`config.mk`:
```
export PLATFORM = sky130hd
export DESIGN_NAME = fit_partition_allocator_unit_flat
export DESIGN_NICKNAME = d
export VERILOG_FILES = /design/src/rtl/fpa_pkg.sv /design/src/rtl/fpa_in_if.sv /design/src/rtl/fpa_out_if.sv /design/src/rtl/fpa_ram.sv /design/src/rtl/fpa_cfg.sv /design/src/rtl/fpa_ctrl.sv /design/src/rtl/fit_partition_allocator_unit.sv /design/src/flat_wrapper.sv
export VERILOG_INCLUDE_DIRS = /design/src /design/src/rtl
export SDC_FILE = /design/constraint.sdc
export NUM_CORES = 1
export LEC_CHECK = 0
export BUFFER_PORTS_ARGS = -buffer_cell sky130_fd_sc_hd__buf_2
export CELL_PAD_IN_SITES_DETAIL_PLACEMENT = 1
export CELL_PAD_IN_SITES_GLOBAL_PLACEMENT = 1
export CORE_MARGIN = 5
export CORE_UTILIZATION = 40
export CTS_BUF_LIST = sky130_fd_sc_hd__clkbuf_8
export CTS_CLUSTER_DIAMETER = 120
export CTS_CLUSTER_SIZE = 40
export DETAILED_ROUTE_END_ITERATION = 8
export PLACE_DENSITY = 0.76
export SYNTH_ARGS = -nofsm -noshare
export SYNTH_HDL_FRONTEND = slang
export SYNTH_HIERARCHICAL = 1
export SYNTH_SLANG_ARGS = --single-unit
```
`constraint.sdc`:
```
create_clock -name i_clk -period 7.69 [get_ports i_clk]
set_clock_uncertainty 0.1 [all_clocks]
set_input_delay 0.3845 -clock i_clk [delete_from_list [all_inputs] [get_ports i_clk]]
set_output_delay 0.3845 -clock i_clk [all_outputs]
set_load 0.005 [all_outputs]
```
`src/rtl/fit_partition_allocator_unit_assert.svh`:
```
// Assertion macros for the partition allocator.
// Included by modules that carry concurrent checks; no other dependencies.
`ifndef FIT_PARTITION_ALLOCATOR_UNIT_ASSERT_SVH
`define FIT_PARTITION_ALLOCATOR_UNIT_ASSERT_SVH

// same-cycle implication, disabled while reset is low
`define FPA_ASSERT_NOW(label, clk, rst_n, ante, cons) \
    label: assert property (@(posedge clk) disable iff (!(rst_n)) (ante) |-> (cons)) \
        else $error("fpa assertion failed");

// next-cycle implication, disabled while reset is low
`define FPA_ASSERT_NEXT(label, clk, rst_n, ante, cons) \
    label: assert property (@(posedge clk) disable iff (!(rst_n)) (ante) |=> (cons)) \
        else $error("fpa assertion failed");

`endif

```
`src/rtl/fpa_pkg.sv`:
```
`timescale 1ns / 1ps
// Shared constants, codes and types of the partition allocator.
// No dependencies.
package fpa_pkg;

    localparam int PARTITION_SLOTS = 16;
    localparam int SIZE_BITS       = 16;

    localparam int SLOT_W = (PARTITION_SLOTS > 1) ? $clog2(PARTITION_SLOTS) : 1;
    localparam int CNT_W  = $clog2(PARTITION_SLOTS + 1);

    localparam int CMD_W        = 1;
    localparam int SLOT_FIELD_W = 4;
    localparam int SIZE_FIELD_W = 16;
    localparam int STRAT_W      = 2;
    localparam int PARTS_W      = 5;
    localparam int PADDR_W      = 3;
    localparam int PDATA_W      = 32;
    localparam int REG_SEL_BIT  = 2;

    localparam logic [CMD_W-1:0] CMD_LOAD  = 1'b0;
    localparam logic [CMD_W-1:0] CMD_ALLOC = 1'b1;

    localparam logic [STRAT_W-1:0] STRAT_FIRST = 2'd0;
    localparam logic [STRAT_W-1:0] STRAT_BEST  = 2'd1;
    localparam logic [STRAT_W-1:0] STRAT_WORST = 2'd2;

    localparam logic REG_STRATEGY = 1'b0;
    localparam logic REG_PARTS    = 1'b1;

    localparam logic [STRAT_W-1:0] STRAT_RESET = STRAT_FIRST;
    localparam logic [PARTS_W-1:0] PARTS_RESET = PARTS_W'(16);

    typedef enum logic [1:0] {
        ST_IDLE,
        ST_SCAN,
        ST_WB,
        ST_DONE
    } t_state;

    typedef struct packed {
        logic [STRAT_W-1:0] strategy;
        logic [PARTS_W-1:0] parts;
    } t_cfg;

    typedef struct packed {
        logic                    granted;
        logic [SLOT_FIELD_W-1:0] slot;
        logic [SIZE_FIELD_W-1:0] left_over;
        logic                    must_wait;
    } t_result;

endpackage

```
`src/rtl/fpa_in_if.sv`:
```
`timescale 1ns / 1ps
// Request channel: valid/ready with command, slot and size.
// Depends on fpa_pkg.
interface fpa_in_if;
    logic                                valid;
    logic                                ready;
    logic [fpa_pkg::CMD_W-1:0]           command;
    logic [fpa_pkg::SLOT_FIELD_W-1:0]    slot_index;
    logic [fpa_pkg::SIZE_FIELD_W-1:0]    item_size;

    modport source (output valid, command, slot_index, item_size, input ready);
    modport sink   (input valid, command, slot_index, item_size, output ready);
endinterface

```
`src/rtl/fpa_out_if.sv`:
```
`timescale 1ns / 1ps
// Result channel: valid/ready with grant, slot, remainder and wait flag.
// Depends on fpa_pkg.
interface fpa_out_if;
    logic                                valid;
    logic                                ready;
    logic                                granted;
    logic [fpa_pkg::SLOT_FIELD_W-1:0]    slot;
    logic [fpa_pkg::SIZE_FIELD_W-1:0]    left_over;
    logic                                must_wait;

    modport source (output valid, granted, slot, left_over, must_wait, input ready);
    modport sink   (input valid, granted, slot, left_over, must_wait, output ready);
endinterface

```
`src/rtl/fpa_ram.sv`:
```
`timescale 1ns / 1ps
// Generic single-write, single-read synchronous RAM with a registered read port.
// No dependencies.
module fpa_ram #(
    parameter int DEPTH = 16,
    parameter int WIDTH = 16
) (
    input  logic                                      i_clk,
    input  logic                                      i_we,
    input  logic [((DEPTH > 1) ? $clog2(DEPTH) : 1)-1:0] i_waddr,
    input  logic [WIDTH-1:0]                          i_wdata,
    input  logic                                      i_re,
    input  logic [((DEPTH > 1) ? $clog2(DEPTH) : 1)-1:0] i_raddr,
    output logic [WIDTH-1:0]                          o_rdata
);
    logic [WIDTH-1:0] r_mem [DEPTH];
    logic [WIDTH-1:0] r_rdata;

    always_ff @(posedge i_clk) begin
        if (i_we) begin
            r_mem[i_waddr] <= i_wdata;
        end
    end

    always_ff @(posedge i_clk) begin
        if (i_re) begin
            r_rdata <= r_mem[i_raddr];
        end
    end

    assign o_rdata = r_rdata;
endmodule

```
`src/rtl/fpa_cfg.sv`:
```
`timescale 1ns / 1ps
// APB register file: placement strategy and searched slot count.
// Depends on fpa_pkg.
module fpa_cfg (
    input  logic                          i_clk,
    input  logic                          i_rst_n,
    input  logic                          psel,
    input  logic                          penable,
    input  logic                          pwrite,
    input  logic [fpa_pkg::PADDR_W-1:0]   paddr,
    input  logic [fpa_pkg::PDATA_W-1:0]   pwdata,
    output logic [fpa_pkg::PDATA_W-1:0]   prdata,
    output logic                          pready,
    output fpa_pkg::t_cfg                 o_cfg
);
    import fpa_pkg::*;

    logic [STRAT_W-1:0] r_strategy;
    logic [PARTS_W-1:0] r_parts;
    logic               wr_en;

    assign pready = 1'b1;
    assign wr_en  = psel && penable && pwrite && pready;

    always_ff @(posedge i_clk) begin
        if (!i_rst_n) begin
            r_strategy <= STRAT_RESET;
            r_parts    <= PARTS_RESET;
        end else if (wr_en) begin
            unique case (paddr[REG_SEL_BIT])
                REG_STRATEGY: r_strategy <= pwdata[STRAT_W-1:0];
                REG_PARTS:    r_parts    <= pwdata[PARTS_W-1:0];
                default:      r_strategy <= r_strategy;
            endcase
        end
    end

    always_comb begin
        unique case (paddr[REG_SEL_BIT])
            REG_STRATEGY: prdata = PDATA_W'(r_strategy);
            REG_PARTS:    prdata = PDATA_W'(r_parts);
            default:      prdata = '0;
        endcase
    end

    assign o_cfg.strategy = r_strategy;
    assign o_cfg.parts    = r_parts;
endmodule

```
`src/rtl/fpa_ctrl.sv`:
```
`timescale 1ns / 1ps
// Sequencer: loads slots, scans the size table for an allocate, writes back.
// Depends on fpa_pkg, fpa_in_if, fpa_out_if and the assertion macros.
`include "fit_partition_allocator_unit_assert.svh"

module fpa_ctrl (
    input  logic                            i_clk,
    input  logic                            i_rst_n,
    input  fpa_pkg::t_cfg                   i_cfg,
    fpa_in_if.sink                          i_req,
    fpa_out_if.source                       o_rsp,
    output logic                            o_ram_we,
    output logic [fpa_pkg::SLOT_W-1:0]      o_ram_waddr,
    output logic [fpa_pkg::SIZE_BITS-1:0]   o_ram_wdata,
    output logic                            o_ram_re,
    output logic [fpa_pkg::SLOT_W-1:0]      o_ram_raddr,
    input  logic [fpa_pkg::SIZE_BITS-1:0]   i_ram_rdata
);
    import fpa_pkg::*;

    t_state                     r_state, n_state;
    logic [SIZE_BITS-1:0]       r_size, n_size;
    logic [CNT_W-1:0]           r_iss, n_iss;
    logic                       r_ev_valid, n_ev_valid;
    logic [SLOT_W-1:0]          r_ev_idx, n_ev_idx;
    logic                       r_found, n_found;
    logic [SLOT_W-1:0]          r_best, n_best;
    logic [SIZE_BITS-1:0]       r_best_rem, n_best_rem;
    t_result                    r_res, n_res;
    logic                       r_out_valid, n_out_valid;
    t_result                    r_out, n_out;
    logic [PARTITION_SLOTS-1:0] r_slot_vld, n_slot_vld;

    logic                 in_acc;
    logic                 in_range;
    logic [CNT_W-1:0]     lim;
    logic [SIZE_BITS-1:0] in_size;
    logic [SIZE_BITS-1:0] rd_val;
    logic                 fits;
    logic [SIZE_BITS-1:0] rem;
    logic                 take;
    t_result              wait_res;

    assign i_req.ready = (r_state == ST_IDLE);
    assign in_acc      = i_req.valid && i_req.ready;
    assign in_range    = 32'(i_req.slot_index) < PARTITION_SLOTS;
    assign in_size     = SIZE_BITS'(i_req.item_size);
    assign lim         = (32'(i_cfg.parts) > PARTITION_SLOTS) ? CNT_W'(PARTITION_SLOTS)
                                                               : CNT_W'(i_cfg.parts);

    assign rd_val = r_slot_vld[r_ev_idx] ? i_ram_rdata : '0;
    assign fits   = rd_val >= r_size;
    assign rem    = rd_val - r_size;
    assign take   = fits && (!r_found
                    || ((i_cfg.strategy == STRAT_BEST) && (rem < r_best_rem))
                    || ((i_cfg.strategy == STRAT_WORST) && (rem > r_best_rem)));

    assign wait_res = '{granted: 1'b0, slot: '0, left_over: '0, must_wait: 1'b1};

    always_ff @(posedge i_clk) begin
        if (!i_rst_n) begin
            r_state     <= ST_IDLE;
            r_ev_valid  <= 1'b0;
            r_out_valid <= 1'b0;
            r_slot_vld  <= '0;
            r_found     <= 1'b0;
            r_iss       <= '0;
        end else begin
            r_state     <= n_state;
            r_ev_valid  <= n_ev_valid;
            r_out_valid <= n_out_valid;
            r_slot_vld  <= n_slot_vld;
            r_found     <= n_found;
            r_iss       <= n_iss;
        end
    end

    always_ff @(posedge i_clk) begin
        r_size     <= n_size;
        r_ev_idx   <= n_ev_idx;
        r_best     <= n_best;
        r_best_rem <= n_best_rem;
        r_res      <= n_res;
        r_out      <= n_out;
    end

    always_comb begin
        n_state     = r_state;
        n_size      = r_size;
        n_iss       = r_iss;
        n_ev_valid  = 1'b0;
        n_ev_idx    = r_ev_idx;
        n_found     = r_found;
        n_best      = r_best;
        n_best_rem  = r_best_rem;
        n_res       = r_res;
        n_out       = r_out;
        n_slot_vld  = r_slot_vld;
        n_out_valid = r_out_valid && !o_rsp.ready;
        o_ram_we    = 1'b0;
        o_ram_waddr = SLOT_W'(i_req.slot_index);
        o_ram_wdata = in_size;
        o_ram_re    = 1'b0;
        o_ram_raddr = r_iss[SLOT_W-1:0];

        unique case (r_state)
            ST_IDLE: begin
                if (in_acc) begin
                    if (i_req.command == CMD_LOAD) begin
                        o_ram_we = in_range;
                        if (in_range) begin
                            n_slot_vld[SLOT_W'(i_req.slot_index)] = 1'b1;
                        end
                        n_res.granted   = 1'b0;
                        n_res.slot      = i_req.slot_index;
                        n_res.left_over = in_range ? SIZE_FIELD_W'(in_size) : '0;
                        n_res.must_wait = 1'b0;
                        n_state         = ST_DONE;
                    end else begin
                        n_size  = in_size;
                        n_iss   = '0;
                        n_found = 1'b0;
                        if (lim == '0) begin
                            n_res   = wait_res;
                            n_state = ST_DONE;
                        end else begin
                            n_state = ST_SCAN;
                        end
                    end
                end
            end
            ST_SCAN: begin
                if (r_iss < lim) begin
                    o_ram_re   = 1'b1;
                    n_iss      = r_iss + CNT_W'(1);
                    n_ev_valid = 1'b1;
                    n_ev_idx   = r_iss[SLOT_W-1:0];
                end
                if (r_ev_valid) begin
                    if (take) begin
                        n_found    = 1'b1;
                        n_best     = r_ev_idx;
                        n_best_rem = rem;
                    end
                    if (r_iss == lim) begin
                        n_state = ST_WB;
                    end
                end
            end
            ST_WB: begin
                o_ram_waddr = r_best;
                o_ram_wdata = r_best_rem;
                if (r_found) begin
                    o_ram_we             = 1'b1;
                    n_slot_vld[r_best]   = 1'b1;
                    n_res.granted        = 1'b1;
                    n_res.slot           = SLOT_FIELD_W'(r_best);
                    n_res.left_over      = SIZE_FIELD_W'(r_best_rem);
                    n_res.must_wait      = 1'b0;
                end else begin
                    n_res = wait_res;
                end
                n_state = ST_DONE;
            end
            ST_DONE: begin
                if (!r_out_valid || o_rsp.ready) begin
                    n_out_valid = 1'b1;
                    n_out       = r_res;
                    n_state     = ST_IDLE;
                end
            end
            default: n_state = ST_IDLE;
        endcase
    end

    assign o_rsp.valid     = r_out_valid;
    assign o_rsp.granted   = r_out.granted;
    assign o_rsp.slot      = r_out.slot;
    assign o_rsp.left_over = r_out.left_over;
    assign o_rsp.must_wait = r_out.must_wait;

    `FPA_ASSERT_NOW(a_no_write_in_scan, i_clk, i_rst_n, o_ram_we, r_state != ST_SCAN)
    `FPA_ASSERT_NEXT(a_alloc_starts, i_clk, i_rst_n, in_acc && (i_req.command == CMD_ALLOC),
        (r_state == ST_SCAN) || (r_state == ST_DONE))
    `FPA_ASSERT_NOW(a_grant_xor_wait, i_clk, i_rst_n, r_out_valid,
        !(r_out.granted && r_out.must_wait))
    `FPA_ASSERT_NOW(a_eval_in_range, i_clk, i_rst_n, r_ev_valid,
        (CNT_W'(r_ev_idx) < lim) && (r_state == ST_SCAN))
endmodule

```
`src/rtl/fit_partition_allocator_unit.sv`:
```
`timescale 1ns / 1ps
// Top level of the fixed-partition allocator (first, best and worst fit).
// Depends on fpa_pkg, fpa_in_if, fpa_out_if, fpa_ram, fpa_cfg, fpa_ctrl.
//
//   port     dir   handshake          word
//   i_req    in    valid/ready        command, slot_index, item_size
//   o_rsp    out   valid/ready        granted, slot, left_over, must_wait
//   apb      in    psel/penable       strategy @0x0, partitions_in_use @0x4
//
// One word is worked on at a time. A load goes from accept through ST_DONE to o_rsp.
// An allocate scans the searched slots with one table read per cycle, then passes
// through ST_WB and ST_DONE before its result is valid on o_rsp.
// A search count of 0 skips the scan and gives the wait result through ST_DONE.
// Synchronous active-low reset empties the table at once (per-slot valid bits).
// A new word is taken while the previous result still waits on o_rsp; the next
// result then holds in ST_DONE and input stalls until o_rsp drains.
module fit_partition_allocator_unit (
    input  logic                          i_clk,
    input  logic                          i_rst_n,
    input  logic                          psel,
    input  logic                          penable,
    input  logic                          pwrite,
    input  logic [fpa_pkg::PADDR_W-1:0]   paddr,
    input  logic [fpa_pkg::PDATA_W-1:0]   pwdata,
    output logic [fpa_pkg::PDATA_W-1:0]   prdata,
    output logic                          pready,
    fpa_in_if.sink                        i_req,
    fpa_out_if.source                     o_rsp
);
    import fpa_pkg::*;

    t_cfg                 cfg;
    logic                 ram_we;
    logic [SLOT_W-1:0]    ram_waddr;
    logic [SIZE_BITS-1:0] ram_wdata;
    logic                 ram_re;
    logic [SLOT_W-1:0]    ram_raddr;
    logic [SIZE_BITS-1:0] ram_rdata;

    fpa_cfg u_cfg (
        .i_clk   (i_clk),
        .i_rst_n (i_rst_n),
        .psel    (psel),
        .penable (penable),
        .pwrite  (pwrite),
        .paddr   (paddr),
        .pwdata  (pwdata),
        .prdata  (prdata),
        .pready  (pready),
        .o_cfg   (cfg)
    );

    fpa_ram #(
        .DEPTH (PARTITION_SLOTS),
        .WIDTH (SIZE_BITS)
    ) u_ram (
        .i_clk   (i_clk),
        .i_we    (ram_we),
        .i_waddr (ram_waddr),
        .i_wdata (ram_wdata),
        .i_re    (ram_re),
        .i_raddr (ram_raddr),
        .o_rdata (ram_rdata)
    );

    fpa_ctrl u_ctrl (
        .i_clk       (i_clk),
        .i_rst_n     (i_rst_n),
        .i_cfg       (cfg),
        .i_req       (i_req),
        .o_rsp       (o_rsp),
        .o_ram_we    (ram_we),
        .o_ram_waddr (ram_waddr),
        .o_ram_wdata (ram_wdata),
        .o_ram_re    (ram_re),
        .o_ram_raddr (ram_raddr),
        .i_ram_rdata (ram_rdata)
    );
endmodule
```
`src/flat_wrapper.sv`:
```
// flat-port wrapper written by rule: the top's interface ports become plain ports
module fit_partition_allocator_unit_flat import fpa_pkg::*;
  (i_clk, i_rst_n, psel, penable, pwrite, paddr, pwdata, prdata, pready, i_req_valid, i_req_command, i_req_slot_index, i_req_item_size, i_req_ready, o_rsp_valid, o_rsp_granted, o_rsp_slot, o_rsp_left_over, o_rsp_must_wait, o_rsp_ready);
  fpa_in_if i_req_i ();
  fpa_out_if o_rsp_i ();
  input  logic i_clk;
  input  logic i_rst_n;
  input  logic psel;
  input  logic penable;
  input  logic pwrite;
  input  logic [fpa_pkg::PADDR_W-1:0] paddr;
  input  logic [fpa_pkg::PDATA_W-1:0] pwdata;
  output logic [fpa_pkg::PDATA_W-1:0] prdata;
  output logic pready;
  input wire logic [$bits(i_req_i.valid)-1:0] i_req_valid;
  input wire logic [$bits(i_req_i.command)-1:0] i_req_command;
  input wire logic [$bits(i_req_i.slot_index)-1:0] i_req_slot_index;
  input wire logic [$bits(i_req_i.item_size)-1:0] i_req_item_size;
  output wire logic [$bits(i_req_i.ready)-1:0] i_req_ready;
  output wire logic [$bits(o_rsp_i.valid)-1:0] o_rsp_valid;
  output wire logic [$bits(o_rsp_i.granted)-1:0] o_rsp_granted;
  output wire logic [$bits(o_rsp_i.slot)-1:0] o_rsp_slot;
  output wire logic [$bits(o_rsp_i.left_over)-1:0] o_rsp_left_over;
  output wire logic [$bits(o_rsp_i.must_wait)-1:0] o_rsp_must_wait;
  input wire logic [$bits(o_rsp_i.ready)-1:0] o_rsp_ready;
  assign i_req_i.valid = i_req_valid;
  assign i_req_i.command = i_req_command;
  assign i_req_i.slot_index = i_req_slot_index;
  assign i_req_i.item_size = i_req_item_size;
  assign i_req_ready = i_req_i.ready;
  assign o_rsp_valid = o_rsp_i.valid;
  assign o_rsp_granted = o_rsp_i.granted;
  assign o_rsp_slot = o_rsp_i.slot;
  assign o_rsp_left_over = o_rsp_i.left_over;
  assign o_rsp_must_wait = o_rsp_i.must_wait;
  assign o_rsp_i.ready = o_rsp_ready;
  fit_partition_allocator_unit u_core (.i_clk(i_clk), .i_rst_n(i_rst_n), .psel(psel), .penable(penable), .pwrite(pwrite), .paddr(paddr), .pwdata(pwdata), .prdata(prdata), .pready(pready), .i_req(i_req_i), .o_rsp(o_rsp_i));
endmodule
```
==> out/results.ini, run 1 <==
[cts]
tritoncts.num_buffers=14
number_of_cells_upsized_or_downsized_after_cts=0
path_clk_slew_ns=0.22
tritoncts=yes
max-clock-path-buffers=3
cts.sink_count=389
htreeDepth=1
cts_root_buf=clkbuf_8
cts_setup_buffers=0
worst_skew_pair.late_latency_ns=0.59

[placement]
gp_routability_congestion=0.838
post_dp_cell_area_mm2=0.0176
placement.io_buffers=62
dp_hpwl_mm=25.2

[critical_path]
rrSetupSlack_ns=1.29
timing.critical_path.to_type=register
start_kind=register
crit_type=register to register
critical_path.max_fanout=16
r2r-start=u_core/u_ctrl/r_ev_idx[0]
timing.rr.end=u_core/u_ctrl/r_best_rem[4]
arrival_ns=6.58
critPathCapture=u_core/u_ctrl/r_best_rem[4]
rr_worst_depth=18
startpoint=u_core/u_ctrl/r_ev_idx[0]
timing.critical_path.required_ns=7.87

[worst_hold_path]
worstHoldPathType=input port to register
worstHoldPathCells=2

[run_status]
status=finished, final reports clean

[final_layout]
layout_commonest_cell=edfxtp_1
diodes=0
fillerInstances=4023
commonest_cells_after_routing_fill_and_taps_aside=356 x edfxtp_1, 62 x buf_2, 55 x mux4_2, 52 x nand2_1, 46 x inv_1
seqCellArea_mm2=0.0114
num-nets-final=1211
multiInputGateArea_mm2=0.00487
synthToLayoutAreaGrowth_pct=8.39
drive_gt1_share_pct=19.4
finalInstanceArea_mm2=0.0181

[global_route]
grt_first_pass_wirelength_mm=58.4
grtUsageTotal_pct=16.1
first_global_vias=9557
grt_antenna_before_repair=0
global_route.overflow_total=0
maximum_number_of_pins_on_one_net_before_global_route_repair=69

[timing]
unrepaired_setup_endpoints_after_global_routing=no
fin_tns_setup_ns=0
setup-violations-final=0
fmax_mhz=156
finalHoldViolCount=0
timing.final.crit_share_pct=83.2
timing.final.max_slew_violations=0
worst_pin_slew_ns=1.22
max_slew_margin_pct=18.4
final.min_clock_period_ns=6.40

[routing]
route.detailed.wl_per_inst_um=23.2
wirelength_mm=38.0
ant_nets=0
dr.first_iter.drc_count=691
drc=0
routed-via-count=8969
routed_via_density=5.47
drt_pre_antenna_iters=4

[yosys]
netlist-cell-type-count=54
synth_seq_area_share_pct=68.0
synth-edff-count=356
yosys_warnings=6
netlist_area_mm2=0.0167
ys_ff_latch=389
synthesis.instances=1019
synth-main-ff-cell=edfxtp_1
post_synth.cell_area_avg_um2=16.4
proportion_of_register_bits_with_asynchronous_set_or_reset_after_synthesis_pct=0

[floorplanning]
floorplan.io_pins=120
die-height_um=214
core_area_mm2=0.0410
starting_density_of_the_core_pct=40.7
floorplan.die_area_mm2=0.0459
die_w_um=214
placementRows=74

[flow_run]
max_cap_viol_count=0

[pwr]
leakagePower_nw=6.22
power-per-cell-area_mw_per_mm2=253
vdd_ir_drop_max_uv=141

[worst min-delay path by stage]
stage	from	end	slack, ns
6_report	i_req_slot_index[0]	u_core/u_ctrl/r_res[17]	0.06
5_1_grt	i_req_slot_index[2]	u_core/u_ctrl/r_res[19]	0.03
4_1_cts	i_req_slot_index[0]	u_core/u_ctrl/r_res[17]	0.02
3_5_place_dp	u_core/u_ctrl/r_res[2]	u_core/u_ctrl/o_rsp.left_over[1]	0.31
3_3_place_gp	u_core/u_ctrl/r_res[3]	u_core/u_ctrl/o_rsp.left_over[2]	0.30
2_1_floorplan	u_core/u_ctrl/r_res[21]	u_core/u_ctrl/o_rsp.granted	0.30
[Yosys cell counts (7+ instances only)]
cell type | n | area (µm²)
mux2_2 | 21 | 236
nand2_1 | 52 | 195
nor2_1 | 40 | 150
dfxtp_1 | 33 | 661
mux2i_1 | 10 | 100
xnor2_1 | 12 | 105
inv_1 | 44 | 165
and2_2 | 9 | 67.6
o22ai_1 | 18 | 113
o21ai_0 | 16 | 80.1
mux4_1 | 14 | 368
nor2b_1 | 27 | 169
a22o_1 | 20 | 175
a22oi_1 | 32 | 240
nand2b_1 | 11 | 68.8
nand4_1 | 7 | 43.8
a21oi_1 | 42 | 210
nand3_1 | 12 | 60.1
nor3_1 | 7 | 35.0
and2_1 | 8 | 50.1
ha_1 | 43 | 538
clkbuf_1 | 18 | 67.6
buf_4 | 35 | 263
a21o_1 | 12 | 90.1
edfxtp_1 | 356 | 10700
mux4_2 | 55 | 1240
[flip-flops by register name, summed over array words and instances, names as in the netlist]
register,flops
u_core/u_ctrl/r_res,22
u_core/u_ctrl/r_found,1
u_core/u_ctrl/r_slot_vld,16
u_core/u_ctrl/o_rsp.granted,1
u_core/u_ctrl/o_rsp.slot,4
u_core/u_ctrl/r_best_rem,16
u_core/u_ctrl/r_best,4
u_core/u_ctrl/r_iss,5
u_core/u_cfg/r_strategy,2
u_core/u_ram/r_mem,256
u_core/u_cfg/r_parts,5
u_core/u_ctrl/r_state,2
u_core/u_ram/o_rdata,16
u_core/u_ctrl/o_rsp.valid,1
u_core/u_ctrl/r_ev_idx,4
u_core/u_ctrl/o_rsp.left_over,16
u_core/u_ctrl/r_ev_valid,1
u_core/u_ctrl/o_rsp.must_wait,1
u_core/u_ctrl/r_size,16
[kinds of logic (layout without fill, tap and decap cells)]
logic type | after synthesis | after routing | share of synthesized area [%]
muxes | 100 | 100 | 11.6
and+or+nand+nor | 194 | 194 | 5.98
adders and majority gates | 44 | 44 | 3.34
AOI/OAI and AO/OA | 162 | 162 | 6.52
buffers and inverters | 112 | 176 | 3.61
other | 2 | 28 | 0.0450
xor gates and xnor gates | 16 | 16 | 0.840
DFF | 389 | 389 | 68.0
[through the flow]
step / utilization, % / worst slack [ns] / power (mW) / std cells / hold WS, ns
after detailed placement: 42.8 / 1.32 / 3.79 / 1598 / 0.306
after global placement: 42.8 / 1.28 / 3.73 / 1598 / 0.301
final: 44.1 / 1.29 / 4.58 / 1641 / 0.0610
after CTS: 44.1 / 1.24 / 4.61 / 1641 / 0.0203
after global routing: 44.1 / 0.977 / 4.80 / 1641 / 0.0343
after floorplan: - / 1.54 / 3.46 / 1045 / 0.300
[final cells by class]
type	instances	share of cell area, %
flip-flops and latches	389	62.8
multi-input cells	544	26.9
repair buffers	111	4.05
well taps	532	3.68
clock buffers	15	1.14
inverters	44	0.913
clock inverters	6	0.498
[routing by layer]
layer  track usage [%]  routed length [µm]
met4              2.81                 532
met1              21.0               16200
met3              2.47                1770
met2              29.1               19600
met5                 0                   0
[repair_timing]
item,4_1_cts,5_1_grt
endpoints found under the hold margin,30,0
setup endpoints to repair,0,0
hold buffers,22,0
[critical path, stage by stage (launching register included)]
cell,delay (ns)
edfxtp_1,0.52
mux4_1,0.60
mux4_2,0.68
and2_4,0.24
ha_1,0.34
a21o_1,0.23
or3_1,0.31
a211o_1,0.29
a31o_2,0.24
a21oi_1,0.18
xnor2_1,0.16
ha_1,0.29
a21oi_1,0.16
nand2_1,0.07
a21o_1,0.18
a2111oi_0,0.66
mux2i_1,0.20
a21oi_2,0.29
buf_4,0.32
[report_power, final]
group          switching [mW]  internal (mW)
clock                   0.598          0.232
combinational           0.664          0.411
sequential             0.0682           2.60
total                    1.33           3.25
(Power assumes the default switching activity.)
==> run 2: changes to the inputs <==
==> constraint.sdc (replaced) <==
create_clock -name i_clk -period 6.4 [get_ports i_clk]
set_clock_uncertainty 0.1 [all_clocks]
set_input_delay 0.32 -clock i_clk [delete_from_list [all_inputs] [get_ports i_clk]]
set_output_delay 0.32 -clock i_clk [all_outputs]
set_load 0.005 [all_outputs]
==> out/results.ini, run 2 (synthesized netlist as in run 1, its figures left out) <==
[timing]
fin_tns_setup_ns=0  ; unchanged
final.min_clock_period_ns=6.08  ; -0.316 ns
timing.final.max_slew_violations=0  ; unchanged
fmax_mhz=164  ; +5.2%
worst_pin_slew_ns=1.35  ; +0.123 ns
timing.final.crit_share_pct=95.1  ; +12 points
setup-violations-final=0  ; unchanged
finalHoldViolCount=0  ; unchanged
unrepaired_setup_endpoints_after_global_routing=no
layout_setup_ws_ns=0.315  ; -0.974 ns
final.hold.worst_slack_ns=0.137  ; +0.0758 ns
max_slew_margin_pct=9.27  ; -9.1 points

[global_route]
global_route.overflow_total=0  ; unchanged
grtUsageTotal_pct=15.9  ; -0.19 points
grt_first_pass_wirelength_mm=57.8  ; -1.1%
maximum_number_of_pins_on_one_net_before_global_route_repair=69  ; unchanged
first_global_vias=9651  ; +0.98%
grt_antenna_before_repair=0  ; unchanged

[critical_path]
timing.critical_path.to_type=register
critical_path.slowest_cell=mux4_2
arrival_ns=6.31  ; -0.27 ns
timing.critical_path.required_ns=6.62  ; -1.25 ns
cpLargestDelayFamily=compound AO/OA/AOI/OAI gates
crit_path_cell_trace=mux4_1, mux4_2, and2_4, ha_1, a21o_1, or3_1, a211o_1, a31o_2, a21oi_1, xnor2_1, ha_1, a21oi_1, nand2_1, a21o_1, a2111oi_0, buf_4, mux2i_1, a21oi_2, buf_12
critical_path.max_fanout=16  ; unchanged
path_buf_inv=2  ; +1
rr_worst_depth=19  ; +1
crit_type=register to register
worst_path_depth=19  ; +1
worst_path_largest_cell_delay_ns=0.66  ; -0.02 ns
start_kind=register

[routing]
dr.first_iter.drc_count=677  ; -2.0%
drc=0  ; unchanged
drt_pre_antenna_iters=4  ; unchanged
ant_nets=0  ; unchanged
routed_via_density=5.47  ; +0.12%
met3_wirelength_mm=1.46  ; -18%
route.detailed.wl_per_inst_um=22.9  ; -1.4%
wirelength_mm=37.6  ; -1.0%
maxUsedRoutingLayer=met4
routed-via-count=9013  ; +0.49%
met1_length_mm=16.0  ; -0.79%
met2RoutedLength_mm=19.6  ; about the same

[final_layout]
diodes=0  ; unchanged
num-nets-final=1219  ; +0.66%
synthToLayoutAreaGrowth_pct=8.47  ; about the same
commonest_cells_after_routing_fill_and_taps_aside=356 x edfxtp_1, 62 x buf_2, 55 x mux4_2, 52 x nand2_1, 45 x inv_1
regMostFlops=u_core/u_ram/r_mem
largest_register_ff_count=256  ; unchanged
layout_top_registers=u_core/u_ram/r_mem x256, u_core/u_ctrl/r_res x22
layout_commonest_cell=edfxtp_1
drive_gt1_share_pct=19.4  ; about the same

[floorplanning]
floorplan.die_area_mm2=0.0459  ; unchanged
placementRows=74  ; unchanged
die-height_um=214  ; unchanged
starting_density_of_the_core_pct=40.7  ; unchanged
floorplan.io_pins=120  ; unchanged
core_area_mm2=0.0410  ; unchanged
die_w_um=214  ; unchanged

[cts]
cts_root_buf=clkbuf_8
max-clock-path-buffers=3  ; unchanged
tritoncts=yes
worst_skew_pair.late_latency_ns=0.58  ; about the same
htreeDepth=1  ; unchanged
path_clk_slew_ns=0.23  ; about the same
tritoncts.num_buffers=13  ; -1
cts.sink_count=389  ; unchanged

[pwr]
power-per-cell-area_mw_per_mm2=298  ; +18%
leakagePower_nw=6.22  ; about the same
vdd_ir_drop_max_uv=158  ; +12%

[run_status]
status=finished, final reports clean

[placement]
dpl_worst_slack_ns=0.322  ; -0.993 ns
dp_hpwl_mm=25.0  ; -0.77%
placement.io_buffers=62  ; unchanged
gp_routability_congestion=0.890  ; +6.3%

[worst_hold_path]
worstHoldPathCells=2  ; unchanged
worstHoldPathType=input port to register

[flow_run]
max_cap_viol_count=0  ; unchanged

## run 2: cell count changes in the layout (fill, tap and decap cells not counted), sizes merged
cell / change
buf: +3
bufinv: -1
clkbuf: -1
clkinv: -1
clkinvlp: +2
dlygate4sd3: +6
inv: -2
## run 2: per-layer routing
metal  GRT usage [%]  up-vias
met4            3.01        0
met3            2.20       36
met5               0        -
met1            20.7     4718
met2            28.8      191
li1                -     4068
## run 2: what timing repair did
item / 4_1_cts / 5_1_grt
hold endpoints to repair: 41 / 3
endpoints found under the setup margin: 0 / 4
resized for setup: 0 / 0
hold buffers: 25 / 3
setup buffers: 0 / 1
## run 2: metrics by stage
| stage | cells | power, mW | util (%) | cell area, µm² |
|---|---|---|---|---|
| 2_1_floorplan | 1045 | 4.16 | - | 16800 |
| 3_3_place_gp | 1599 | 4.48 | 42.9 | 17600 |
| 3_5_place_dp | 1599 | 4.55 | 42.9 | 17600 |
| 4_1_cts | 1642 | 5.43 | 44.0 | 18100 |
| 5_1_grt | 1647 | 5.66 | 44.1 | 18100 |
| 6_report | 1647 | 5.39 | 44.1 | 18100 |
## run 2: worst register-to-register path, cell delays in order (launching register included)
cell	delay, ns
edfxtp_1	0.53
mux4_1	0.64
mux4_2	0.66
and2_4	0.23
ha_1	0.35
a21o_1	0.23
or3_1	0.31
a211o_1	0.30
a31o_2	0.24
a21oi_1	0.19
xnor2_1	0.18
ha_1	0.30
a21oi_1	0.15
nand2_1	0.06
a21o_1	0.17
a2111oi_0	0.33
buf_4	0.19
mux2i_1	0.08
a21oi_2	0.35
buf_12	0.22
## run 2: layout make-up
class	count	area [µm²]
fillers	4013	22900
clock buffers	14	193
inverters	44	165
clock inverters	4	22.5
well taps	532	666
repair buffers	120	828
multi-input cells	544	4870
flip-flops and latches	389	11400
## run 2: worst paths after layout
path,start,to,slack (ns)
max,u_core/u_ctrl/r_ev_idx[0],u_core/u_ctrl/r_best_rem[10],0.32
min,i_rst_n,u_core/u_ctrl/o_rsp.valid,0.14
max reg2reg,u_core/u_ctrl/r_ev_idx[0],u_core/u_ctrl/r_best_rem[10],0.32
min reg2reg,u_core/u_ctrl/r_res[8],u_core/u_ctrl/o_rsp.left_over[7],0.35
## run 2: where the power goes
part           leakage (nW)  internal, mW  switching, mW
logic                  2.61         0.504          0.784
registers              3.50          3.13         0.0906
clock network         0.111         0.206          0.674
